**src/srdr_ram.sv**
```systemverilog
// Simple dual-port RAM: one write port, one registered read port.
// No dependencies.
module srdr_ram #(
	parameter int unsigned W  = 8,
	parameter int unsigned D  = 16,
	parameter int unsigned AW = 4
) (
	input  logic          clk,
	input  logic          we,
	input  logic [AW-1:0] waddr,
	input  logic [W-1:0]  wdata,
	input  logic [AW-1:0] raddr,
	output logic [W-1:0]  rdata
);

	logic [W-1:0] mem [D];

	always_ff @(posedge clk) begin
		if (we)
			mem[waddr] <= wdata;
		rdata <= mem[raddr];
	end

endmodule
```
**config.mk**
```make
export PLATFORM = sky130hd
export DESIGN_NAME = srdr_ram
export DESIGN_NICKNAME = d
export VERILOG_FILES = /design/src/srdr_ram.sv
export SDC_FILE = /design/constraint.sdc
export NUM_CORES = 1
export LEC_CHECK = 0
export ABC_AREA = 1
export BUFFER_PORTS_ARGS = -buffer_cell sky130_fd_sc_hd__buf_2
export CAP_MARGIN = 20
export CORE_ASPECT_RATIO = 0.9
export CORE_MARGIN = 5
export CORE_UTILIZATION = 25
export CTS_CLUSTER_DIAMETER = 150
export CTS_CLUSTER_SIZE = 20
export DETAILED_ROUTE_END_ITERATION = 8
export PLACE_DENSITY = 0.37
export SYNTH_ARGS = -nofsm -noshare
export SYNTH_HDL_FRONTEND = slang
export SYNTH_SLANG_ARGS = --single-unit
```
**constraint.sdc**
```tcl
create_clock -name clk -period 1.2 [get_ports clk]
set_input_delay 0.24 -clock clk [delete_from_list [all_inputs] [get_ports clk]]
set_output_delay 0.24 -clock clk [all_outputs]
set_load 0.02 [all_outputs]
```
Word-level counts from Yosys, hierarchy flattened:

Memory sizes are Yosys's and may differ from the RTL's. A register that Yosys moved wholly into a read port is not among the register bits.
Index checks and enable logic that the tools add are counted.
Widths: inputs -> output; s select.

* flip-flop bits (word level): 0
* input bits: 18
* memories: 1
* output and inout bits: 8
* memory bits (writable): 128
* logic and storage cells: 3

Memory list
* mem: depth 16, bits a word 8, rd ports 1, clocked after memory_dff 1, write ports 1, line 16 `logic [W-1:0] mem [D];`

* muxes and demuxes: 2

Operators with widths (count)
* $mux 1: 2

Longest topological paths before layout:

Gate-level depths: netlist (run 1).

* depth after elaboration: 2
* mapped depth: 8
* depth with buffers taken out: 7

Worst setup path before layout (run 1):

Ideal clock, no wire load.

* kind: input to register
* from: input port waddr[3]
* to: memory mem[4][0], enable pin
* required time: 830 ps
* setup slack: 9 ps
* cell stages on the path: 2
* arrival time: 821 ps
* setup time: 370 ps
* cell sequence: nand3b_1 nor2_1

RTL lines
* start: declaration: line 10 `input logic [AW-1:0] waddr,`
* end: declaration: line 16

Straight into the memory's write port.

Worst setup path in the final report (run 1):

* from: register rdata[1] (read register of mem)
* to: output port rdata[1]

RTL lines
* start: declaration: line 13 `output logic [W-1:0] rdata`

No word-level cell between the ends.

==> results of run 1 <==
-- kinds of logic (layout without fill, tap and decap cells) --
group / Yosys count / in the layout / share of synthesized area
buffers and inverters: 126 / 199 / 0.0952
DFF: 136 / 136 / 0.694
and+or+nand+nor: 289 / 289 / 0.210
-- cell usage in the layout, fill, tap and decap left out --
cell          n
edfxtp_1    128
clkinv_4      2
nand3b_1      2
buf_2        23
clkinvlp_4    2
inv_1       100
dfxtp_1       6
buf_6         1
clkinv_1      5
nand3_1      97
dfxtp_2       2
inv_2         2
clkbuf_16    17
buf_12        7
bufinv_16     6
buf_4        34
nand2_1     173
nor2_1       17
-- layout make-up --
| cell class | instances | area (sq um) |
|---|---|---|
| multi-input cells | 289 | 1210 |
| clock buffers | 17 | 425 |
| well taps | 297 | 372 |
| flip-flops and latches | 136 | 4010 |
| clock inverters | 15 | 231 |
| repair buffers | 65 | 522 |
| fillers | 2274 | 15400 |
| inverters | 102 | 383 |
-- per-layer routing --
layer,track usage,part of all wire,up-vias
met5,0,0,-
met4,0.0331,0.011,0
met3,0.0282,0.034,14
met2,0.173,0.43,56
met1,0.180,0.52,1806
li1,-,-,1895
-- metrics by stage --
| step | hold WS, ns | area [sq um] | setup slack, ns | power (mW) | instances |
|---|---|---|---|---|---|
| after floorplan | 0.339 | 5770 | 0.00916 | 5.85 | 551 |
| after global placement | 0.649 | 6480 | -0.159 | 6.23 | 889 |
| after detailed placement | 0.649 | 6480 | -0.152 | 6.23 | 889 |
| after CTS | 0.236 | 7150 | 0.00645 | 12.1 | 921 |
| after global routing | 0.246 | 7150 | 0.00328 | 12.4 | 921 |
| final | 0.249 | 7150 | 0.0439 | 11.9 | 921 |
-- how the worst max path moves through the flow --
stage | end | depth (start not counted) | startpoint
3_5_place_dp | mem[0][0] | 5 | waddr[0]
2_1_floorplan | mem[4][0] | 2 | waddr[3]
4_1_cts | rdata[1] | 1 | rdata[1]
3_3_place_gp | mem[2][0] | 5 | waddr[0]
5_1_grt | rdata[0] | 1 | rdata[0]
6_report | rdata[1] | 1 | rdata[1]
-- state kept, by name (all words and copies together), names as in the netlist --
signal and cells:
mem 128, rdata 8
-- power breakdown --
part | switching (mW) | internal (mW)
Combinational | 0.511 | 0.258
Clock | 1.94 | 3.86
Sequential | 0.0365 | 5.31
==> impl_metrics.env, run 1 <==
export IMPL_drt_initial_drc_count=210
export IMPL_max_cap_viol_count=0
export IMPL_endpoint_kind="primary output"
export IMPL_cpLargestDelayFamily="flip-flops"
export IMPL_overflow=0
export IMPL_path_cells="buf_6"
export IMPL_cts_buffers=17
export IMPL_std_cell_rows=52
export IMPL_worst_r2r_endpoint="rdata[5]"
export IMPL_clockBufferDepth=2
export IMPL_synthTopCellsByCount="nand2_1, edfxtp_1, inv_1"
export IMPL_port_buffers=25
export IMPL_yosys_warnings=0
export IMPL_synth_seq_cells=136
export IMPL_crit_path_start_kind="flop"
export IMPL_arrival_ns=0.92
export IMPL_holdPathStages=1
export IMPL_worst_pin_slew_ns=0.385
export IMPL_yosysTopAreaCell="edfxtp_1"
export IMPL_min_path_type="in2reg"
export IMPL_clkLatencyLatePin_ns=0.42
export IMPL_cts_reportedPaths_clkPinSlew_ns=0.06
export IMPL_nNetsFinal=629
export IMPL_leakagePower_nw=3.06
export IMPL_synth_most_common_cell="nand2_1"
export IMPL_status="finished clean"
export IMPL_die_h_microns=154
export IMPL_synth_edf_count=128
export IMPL_grt_max_degree=33
export IMPL_cp_max_fo=1
export IMPL_start_util=0.255
export IMPL_clock_skew_ns=0.00661
export IMPL_final_layout_size_suffix_gt1_frac=0.154
export IMPL_grt_pass1_vias=3762
export IMPL_tns_ns=0
export IMPL_routedWlPerCell_microns=16.3
export IMPL_cts_repair_resized=4
export IMPL_antennaDiodeCount=0
export IMPL_final_antenna_net_count=0
export IMPL_die_x_microns=170
export IMPL_path_buf_inv=1
export IMPL_period_minus_slack_ns=1.16
export IMPL_design_die_area_sq_mm=0.0262
export IMPL_track_usage=0.120
export IMPL_hold_start="wdata[6]"
export IMPL_rsz0062_at_grt="no"
export IMPL_ir_drop_mv=0.782
export IMPL_cts_tree="yes"
export IMPL_fin_crit_sh=0.963
export IMPL_ys_async_sr_fraction=0
export IMPL_syn_area_sq_mm=0.00577
export IMPL_slew_viol_final=0
export IMPL_ios=26
export IMPL_synth_cell_types=12
export IMPL_fmax_mhz=865
export IMPL_yosys_area_top_type_share=0.667
export IMPL_final_util=0.317
export IMPL_synth_area_leaders="edfxtp_1, nand2_1, nand3_1"
export IMPL_worst_r2r_cell_count=6
export IMPL_slowest_delay_ns=0.37
export IMPL_clkSinkCount=136
export IMPL_htreeDepth=4
export IMPL_ys_flop_type="edfxtp_1"
export IMPL_drc=0
export IMPL_setup_viol=0
export IMPL_hold_violations=0
export IMPL_dpl_hpwl_microns=10200
export IMPL_antenna_found_initial=0
export IMPL_rrSetupSlack_ns=0.15
export IMPL_finalWeightedCongestion=0.784
export IMPL_netlist_instances=551
export IMPL_required_ns=0.96
export IMPL_cp_slowest_cell="dfxtp_2"
export IMPL_num_vias=3771
export IMPL_wirelength_microns=15000
export IMPL_synth_seq_area_share=0.694
export IMPL_via_per_inst=4.09
export IMPL_cts_hold_buffers=0
export IMPL_fp_coreArea_sq_mm=0.0226
export IMPL_syn_to_final_growth_pct=24.0
export IMPL_min_delay_worst_endpoint="mem[3][6]"
export IMPL_dr_pass1_iters=4
export IMPL_r2r_start="mem[1][5]"
export IMPL_slew_headroom=0.743
export IMPL_grt_pass1_wl_microns=23200
export IMPL_cts_setup_buffers=0
export IMPL_worstSetupPathType="reg2out"
export IMPL_synth_avg_cell_area_sq_um=10.5
export IMPL_cellPowerDensity_mw_per_mm2=1670
export IMPL_syn_num_nets=569
export IMPL_cts_root_buf="clkbuf_16"
(Power assumes the default switching activity.)
==> run 2, diff against run 1 <==
--- a/config.mk
+++ b/config.mk
@@ -5,7 +5,6 @@
 export SDC_FILE = /design/constraint.sdc
 export NUM_CORES = 1
 export LEC_CHECK = 0
-export ABC_AREA = 1
 export BUFFER_PORTS_ARGS = -buffer_cell sky130_fd_sc_hd__buf_2
 export CAP_MARGIN = 20
 export CORE_ASPECT_RATIO = 0.9
==> impl_metrics.env, run 2 <==
export IMPL_rsz0062_at_grt="yes"
export IMPL_cellPowerDensity_mw_per_mm2=1660
export IMPL_netlist_instances=229
export IMPL_clockBufferDepth=2
export IMPL_cts_tree="yes"
export IMPL_r2r_start="mem[3][6]"
export IMPL_synth_edf_count=128
export IMPL_die_h_microns=146
export IMPL_arrival_ns=1.63
export IMPL_tns_ns=-0.769
export IMPL_largest_reg_flops=128
export IMPL_drt_initial_drc_count=163
export IMPL_cts_buffers=17
export IMPL_period_minus_slack_ns=1.34
export IMPL_wirelength_microns=12200
export IMPL_num_vias=2465
export IMPL_syn_to_final_growth_pct=28.5
export IMPL_setup_slack_ns=-0.140
export IMPL_clkSinkCount=136
export IMPL_syn_num_nets=247
export IMPL_max_cap_viol_count=0
export IMPL_cts_setup_buffers=0
export IMPL_setup_viol=8
export IMPL_ios=26
export IMPL_final_common_cell="edfxtp_1"
export IMPL_violations="negative setup slack"
export IMPL_status="finished, violations left"
export IMPL_cts_reportedPaths_clkPinSlew_ns=0.06
export IMPL_clock_skew_ns=0.00604
export IMPL_synth_cell_types=19
export IMPL_worst_r2r_endpoint="rdata[6]"
export IMPL_yosys_area_top_type_share=0.747
export IMPL_nNetsFinal=320
export IMPL_final_layout_size_suffix_gt1_frac=0.448
export IMPL_dr_pass1_iters=4
export IMPL_syn_area_sq_mm=0.00515
export IMPL_top_register="mem"
export IMPL_dpl_hpwl_microns=8040
export IMPL_worst_r2r_cell_count=4
export IMPL_final_antenna_net_count=0
export IMPL_synth_area_leaders="edfxtp_1, mux4_2, mux4_1"
export IMPL_antenna_found_initial=0
export IMPL_cts_hold_buffers=0
export IMPL_cp_max_fo=1
export IMPL_worstSetupPathType="reg2reg"
export IMPL_rrSetupSlack_ns=-0.14
export IMPL_fmax_mhz=746
export IMPL_overflow=0
export IMPL_slew_viol_final=0
export IMPL_start_util=0.256
export IMPL_track_usage=0.110
export IMPL_crit_path_start_kind="flop"
export IMPL_synth_seq_cells=136
export IMPL_hold_violations=0
export IMPL_die_x_microns=161
export IMPL_via_per_inst=4.32
export IMPL_drc=0
export IMPL_dpl_worst_slack_ns=-0.510
export IMPL_leakagePower_nw=2.18
export IMPL_ys_async_sr_fraction=0
export IMPL_grt_pass1_vias=2727
export IMPL_endpoint="rdata[6]"
export IMPL_multi_input_area_sq_mm=0.00110
export IMPL_synth_avg_cell_area_sq_um=22.5
export IMPL_required_ns=1.49
export IMPL_design_die_area_sq_mm=0.0236
export IMPL_synthTopCellsByCount="edfxtp_1, mux4_2, a22oi_1"
export IMPL_std_cell_rows=49
export IMPL_endpoint_kind="flop"
export IMPL_grt_pass1_wl_microns=18300
export IMPL_clkLatencyLatePin_ns=0.41
export IMPL_fillers=1920
export IMPL_yosys_warnings=0
export IMPL_finalWeightedCongestion=0.685
export IMPL_ys_flop_type="edfxtp_1"
export IMPL_grt_max_degree=17
export IMPL_htreeDepth=4
export IMPL_worst_pin_slew_ns=0.800
export IMPL_fin_crit_sh=1.12
export IMPL_routedWlPerCell_microns=21.4
export IMPL_synth_seq_area_share=0.778
export IMPL_port_buffers=25
export IMPL_regArea_sq_mm=0.00401
export IMPL_fp_coreArea_sq_mm=0.0201
export IMPL_min_path_type="in2reg"
export IMPL_synth_most_common_cell="edfxtp_1"
export IMPL_cts_root_buf="clkbuf_16"
export IMPL_antennaDiodeCount=0
export IMPL_top_regs="mem (128), rdata (8)"
export IMPL_critPathLaunch="mem[3][6]"
export IMPL_ir_drop_mv=0.759
export IMPL_final_cell_mix="edfxtp_1, mux4_2, buf_4, buf_2, clkbuf_16"
export IMPL_yosysTopAreaCell="edfxtp_1"
export IMPL_slew_headroom=0.466
==> run 2: cell count changes in the layout (fill, tap and decap cells not counted), sizes merged, moves of 2 or more <==
cell	before	now
nor3	0	4
nand2b	0	2
nand3	97	1
nor2	17	13
a22oi	0	16
inv	102	0
bufinv	6	1
clkinvlp	2	0
mux4	0	32
clkbuf	17	29
nand2	173	9
clkinv	7	2
==> run 2: cells by family after synthesis <==
family                 share of synthesized area
AND/OR/NAND/NOR                           0.0318
AO/OA/AOI/OAI                             0.0233
buffers and inverters                     0.0168
flip-flops                                 0.778
multiplexers                               0.150
==> run 2: what timing repair did <==
action	4_1_cts	5_1_grt
hold endpoints to repair	0	0
setup endpoints to repair	10	8
gates resized for setup	7	4
==> run 2: worst max-delay path, cell delays in order (launching register included) <==
cell and delay [ns]:
edfxtp_1 0.36, mux4_2 0.48, a22oi_2 0.18, buf_4 0.16
nand2_1 0.05
==> run 2: worst min-delay path by stage <==
stage | from | endpoint | slack (ns) | depth (start not counted)
floorplan | wdata[0] | mem[0][0] | 0.34 | 0
global placement | wdata[2] | mem[8][2] | 0.64 | 1
detailed placement | wdata[0] | mem[14][0] | 0.65 | 1
CTS | wdata[0] | mem[1][0] | 0.20 | 1
global route | wdata[2] | mem[8][2] | 0.21 | 1
finish | wdata[2] | mem[8][2] | 0.22 | 1
==> run 2: stage by stage <==
| step | power (mW) | cell area (sq um) | cells | hold WS, ns | utilization |
|---|---|---|---|---|---|
| after floorplan | 5.78 | 5200 | 229 | 0.339 | - |
| after global placement | 6.12 | 6010 | 538 | 0.638 | 0.299 |
| after detailed placement | 6.12 | 6010 | 538 | 0.648 | 0.299 |
| after CTS | 11.1 | 6600 | 570 | 0.201 | 0.328 |
| after global routing | 11.4 | 6620 | 570 | 0.209 | 0.329 |
| final | 11.0 | 6620 | 570 | 0.224 | 0.329 |
==> run 2: final cells by class <==
cell class | instances | area share
flip-flops and latches | 136 | 0.605
multi-input cells | 83 | 0.166
repair buffers | 64 | 0.0947
clock buffers | 29 | 0.0802
well taps | 255 | 0.0482
clock inverters | 3 | 0.00586
==> run 2: report_power, final <==
group | switching [mW] | internal [mW]
clock | 1.80 | 3.18
combinational | 0.371 | 0.307
sequential | 0.0308 | 5.31
==> run 2: layer usage <==
layer / wire length [microns] / global-route usage / up-vias
met4: 219 / 0.0401 / 0
met1: 5720 / 0.146 / 1300
li1: - / - / 1108
met2: 5790 / 0.169 / 46
met3: 495 / 0.0347 / 11
met5: 0 / 0 / -
==> run 3, diff against run 2 <==
--- a/config.mk
+++ b/config.mk
@@ -9,11 +9,12 @@
 export CAP_MARGIN = 20
 export CORE_ASPECT_RATIO = 0.9
 export CORE_MARGIN = 5
-export CORE_UTILIZATION = 25
+export CORE_UTILIZATION = 50
 export CTS_CLUSTER_DIAMETER = 150
 export CTS_CLUSTER_SIZE = 20
 export DETAILED_ROUTE_END_ITERATION = 8
-export PLACE_DENSITY = 0.37
+export PLACE_DENSITY = 0.66
+export RECOVER_POWER = 100
 export SYNTH_ARGS = -nofsm -noshare
 export SYNTH_HDL_FRONTEND = slang
 export SYNTH_SLANG_ARGS = --single-unit
==> impl_metrics.env, run 3 (synthesized netlist as in run 2, its figures left out) <==
export IMPL_syn_to_final_growth_pct=20.5
export IMPL_clkSinkCount=136
export IMPL_final_layout_size_suffix_gt1_frac=0.375
export IMPL_placed_area_sq_mm=0.00576
export IMPL_drc=0
export IMPL_wirelength_microns=9610
export IMPL_ir_drop_mv=1.38
export IMPL_drt_initial_drc_count=265
export IMPL_slew_viol_final=0
export IMPL_rsz0062_at_grt="yes"
export IMPL_track_usage=0.176
export IMPL_path_buf_inv=0
export IMPL_fin_crit_sh=1.05
export IMPL_slowest_delay_ns=0.51
export IMPL_finalWeightedCongestion=0.767
export IMPL_period_minus_slack_ns=1.26
export IMPL_antenna_found_initial=0
export IMPL_hold_violations=0
export IMPL_final_util=0.611
export IMPL_cts_setup_buffers=0
export IMPL_final_area_sq_mm=0.00620
export IMPL_dpl_hpwl_microns=6230
export IMPL_final_antenna_net_count=0
export IMPL_path_cells="mux4_2, a22oi_2, nand2_1"
export IMPL_port_buffers=25
export IMPL_num_vias=2438
export IMPL_slew_headroom=0.378
export IMPL_setup_slack_ns=-0.0596
export IMPL_std_cell_rows=35
export IMPL_nNetsFinal=312
export IMPL_final_common_cell="edfxtp_1"
export IMPL_setup_viol=8
export IMPL_leakagePower_nw=2.05
export IMPL_die_x_microns=117
export IMPL_cts_reportedPaths_clkPinSlew_ns=0.06
export IMPL_via_per_inst=5.59
export IMPL_htreeDepth=4
export IMPL_antennaDiodeCount=0
export IMPL_die_h_microns=106
export IMPL_worstSetupPathType="reg2reg"
export IMPL_required_ns=1.49
export IMPL_clock_skew_ns=0.00510
export IMPL_max_cap_viol_count=0
export IMPL_dr_pass1_iters=4
export IMPL_top_register="mem"
export IMPL_cts_hold_buffers=0
export IMPL_grt_pass1_wl_microns=15300
export IMPL_cts_buffers=17
export IMPL_clockBufferDepth=2
export IMPL_cellPowerDensity_mw_per_mm2=1790
export IMPL_status="finished, violations left"
export IMPL_start_util=0.507
export IMPL_worst_pin_slew_ns=0.929
export IMPL_final_cell_mix="edfxtp_1, mux4_2, clkbuf_2, clkbuf_1, clkbuf_16"
export IMPL_grt_max_degree=21
export IMPL_ios=26
export IMPL_cpLargestDelayFamily="multiplexers"
export IMPL_dpl_cell_count=404
export IMPL_design_die_area_sq_mm=0.0124
export IMPL_endpoint_kind="flop"
export IMPL_clkLatencyLatePin_ns=0.40
export IMPL_total_power_mw=11.1
export IMPL_violations="negative setup slack"
export IMPL_arrival_ns=1.55
export IMPL_holdWs_ns=0.345
export IMPL_fillers=724
export IMPL_crit_path_start_kind="flop"
export IMPL_top_regs="mem (128), rdata (8)"
export IMPL_fp_coreArea_sq_mm=0.0102
export IMPL_cp_max_fo=1
export IMPL_routedWlPerCell_microns=22.0
export IMPL_fin_cells=436
export IMPL_grt_pass1_vias=2663
export IMPL_min_path_type="in2reg"
export IMPL_cts_root_buf="clkbuf_16"
export IMPL_largest_reg_flops=128
export IMPL_fmax_mhz=794
export IMPL_cts_tree="yes"
export IMPL_overflow=0
export IMPL_cp_slowest_cell="mux4_2"
run 3: cell types whose count changed in the layout (fill, tap and decap cells not counted), sizes merged:
cell	delta
clkinvlp	+2
bufinv	+2
buf	-44
clkinv	+3
inv	+3
clkbuf	+26
run 3: layer usage:
metal | routed length [microns] | vias to the layer above | global-route usage
met4 | 151 | 0 | 0.0672
met1 | 3900 | 1253 | 0.234
met3 | 753 | 12 | 0.0563
li1 | - | 1091 | -
met5 | 0 | - | 0
met2 | 4810 | 82 | 0.273
run 3: worst paths after layout:
| kind | start | to | slack, ns | depth (start not counted) |
|---|---|---|---|---|
| min reg2reg | mem[7][5] | rdata[5] | 0.68 | 3 |
| min | wdata[5] | mem[14][5] | 0.34 | 1 |
| max | mem[15][1] | rdata[1] | -0.06 | 3 |
| max reg2reg | mem[15][1] | rdata[1] | -0.06 | 3 |
run 3: cell type report:
cell class	count	area, sq um	share of cell area
flip-flops and latches	136	4000	0.645
multi-input cells	83	1070	0.172
clock buffers	19	433	0.0698
repair buffers	56	365	0.0589
clock inverters	13	171	0.0276
well taps	129	161	0.0260
run 3: power breakdown:
| part | leakage (nW) | switching, mW | total, mW | internal (mW) |
|---|---|---|---|---|
| clock | 0.289 | 1.90 | 5.19 | 3.29 |
| sequential | 1.22 | 0.0298 | 5.34 | 5.31 |
| combinational | 0.542 | 0.327 | 0.575 | 0.249 |
run 3: metrics by stage:
stage	TNS [ns]	worst slack, ns
floorplan	-3.85	-0.173
global placement	-25.03	-0.398
detailed placement	-27.58	-0.425
CTS	-0.361	-0.0728
global route	-1.05	-0.101
finish	-0.227	-0.0596
run 3: timing repair:
| action | in CTS | in global routing |
|---|---|---|
| resized for setup | 8 | 4 |
| hold endpoints to repair | 0 | 0 |
| endpoints found under the setup margin | 8 | 8 |
| pin swaps | 9 | 3 |
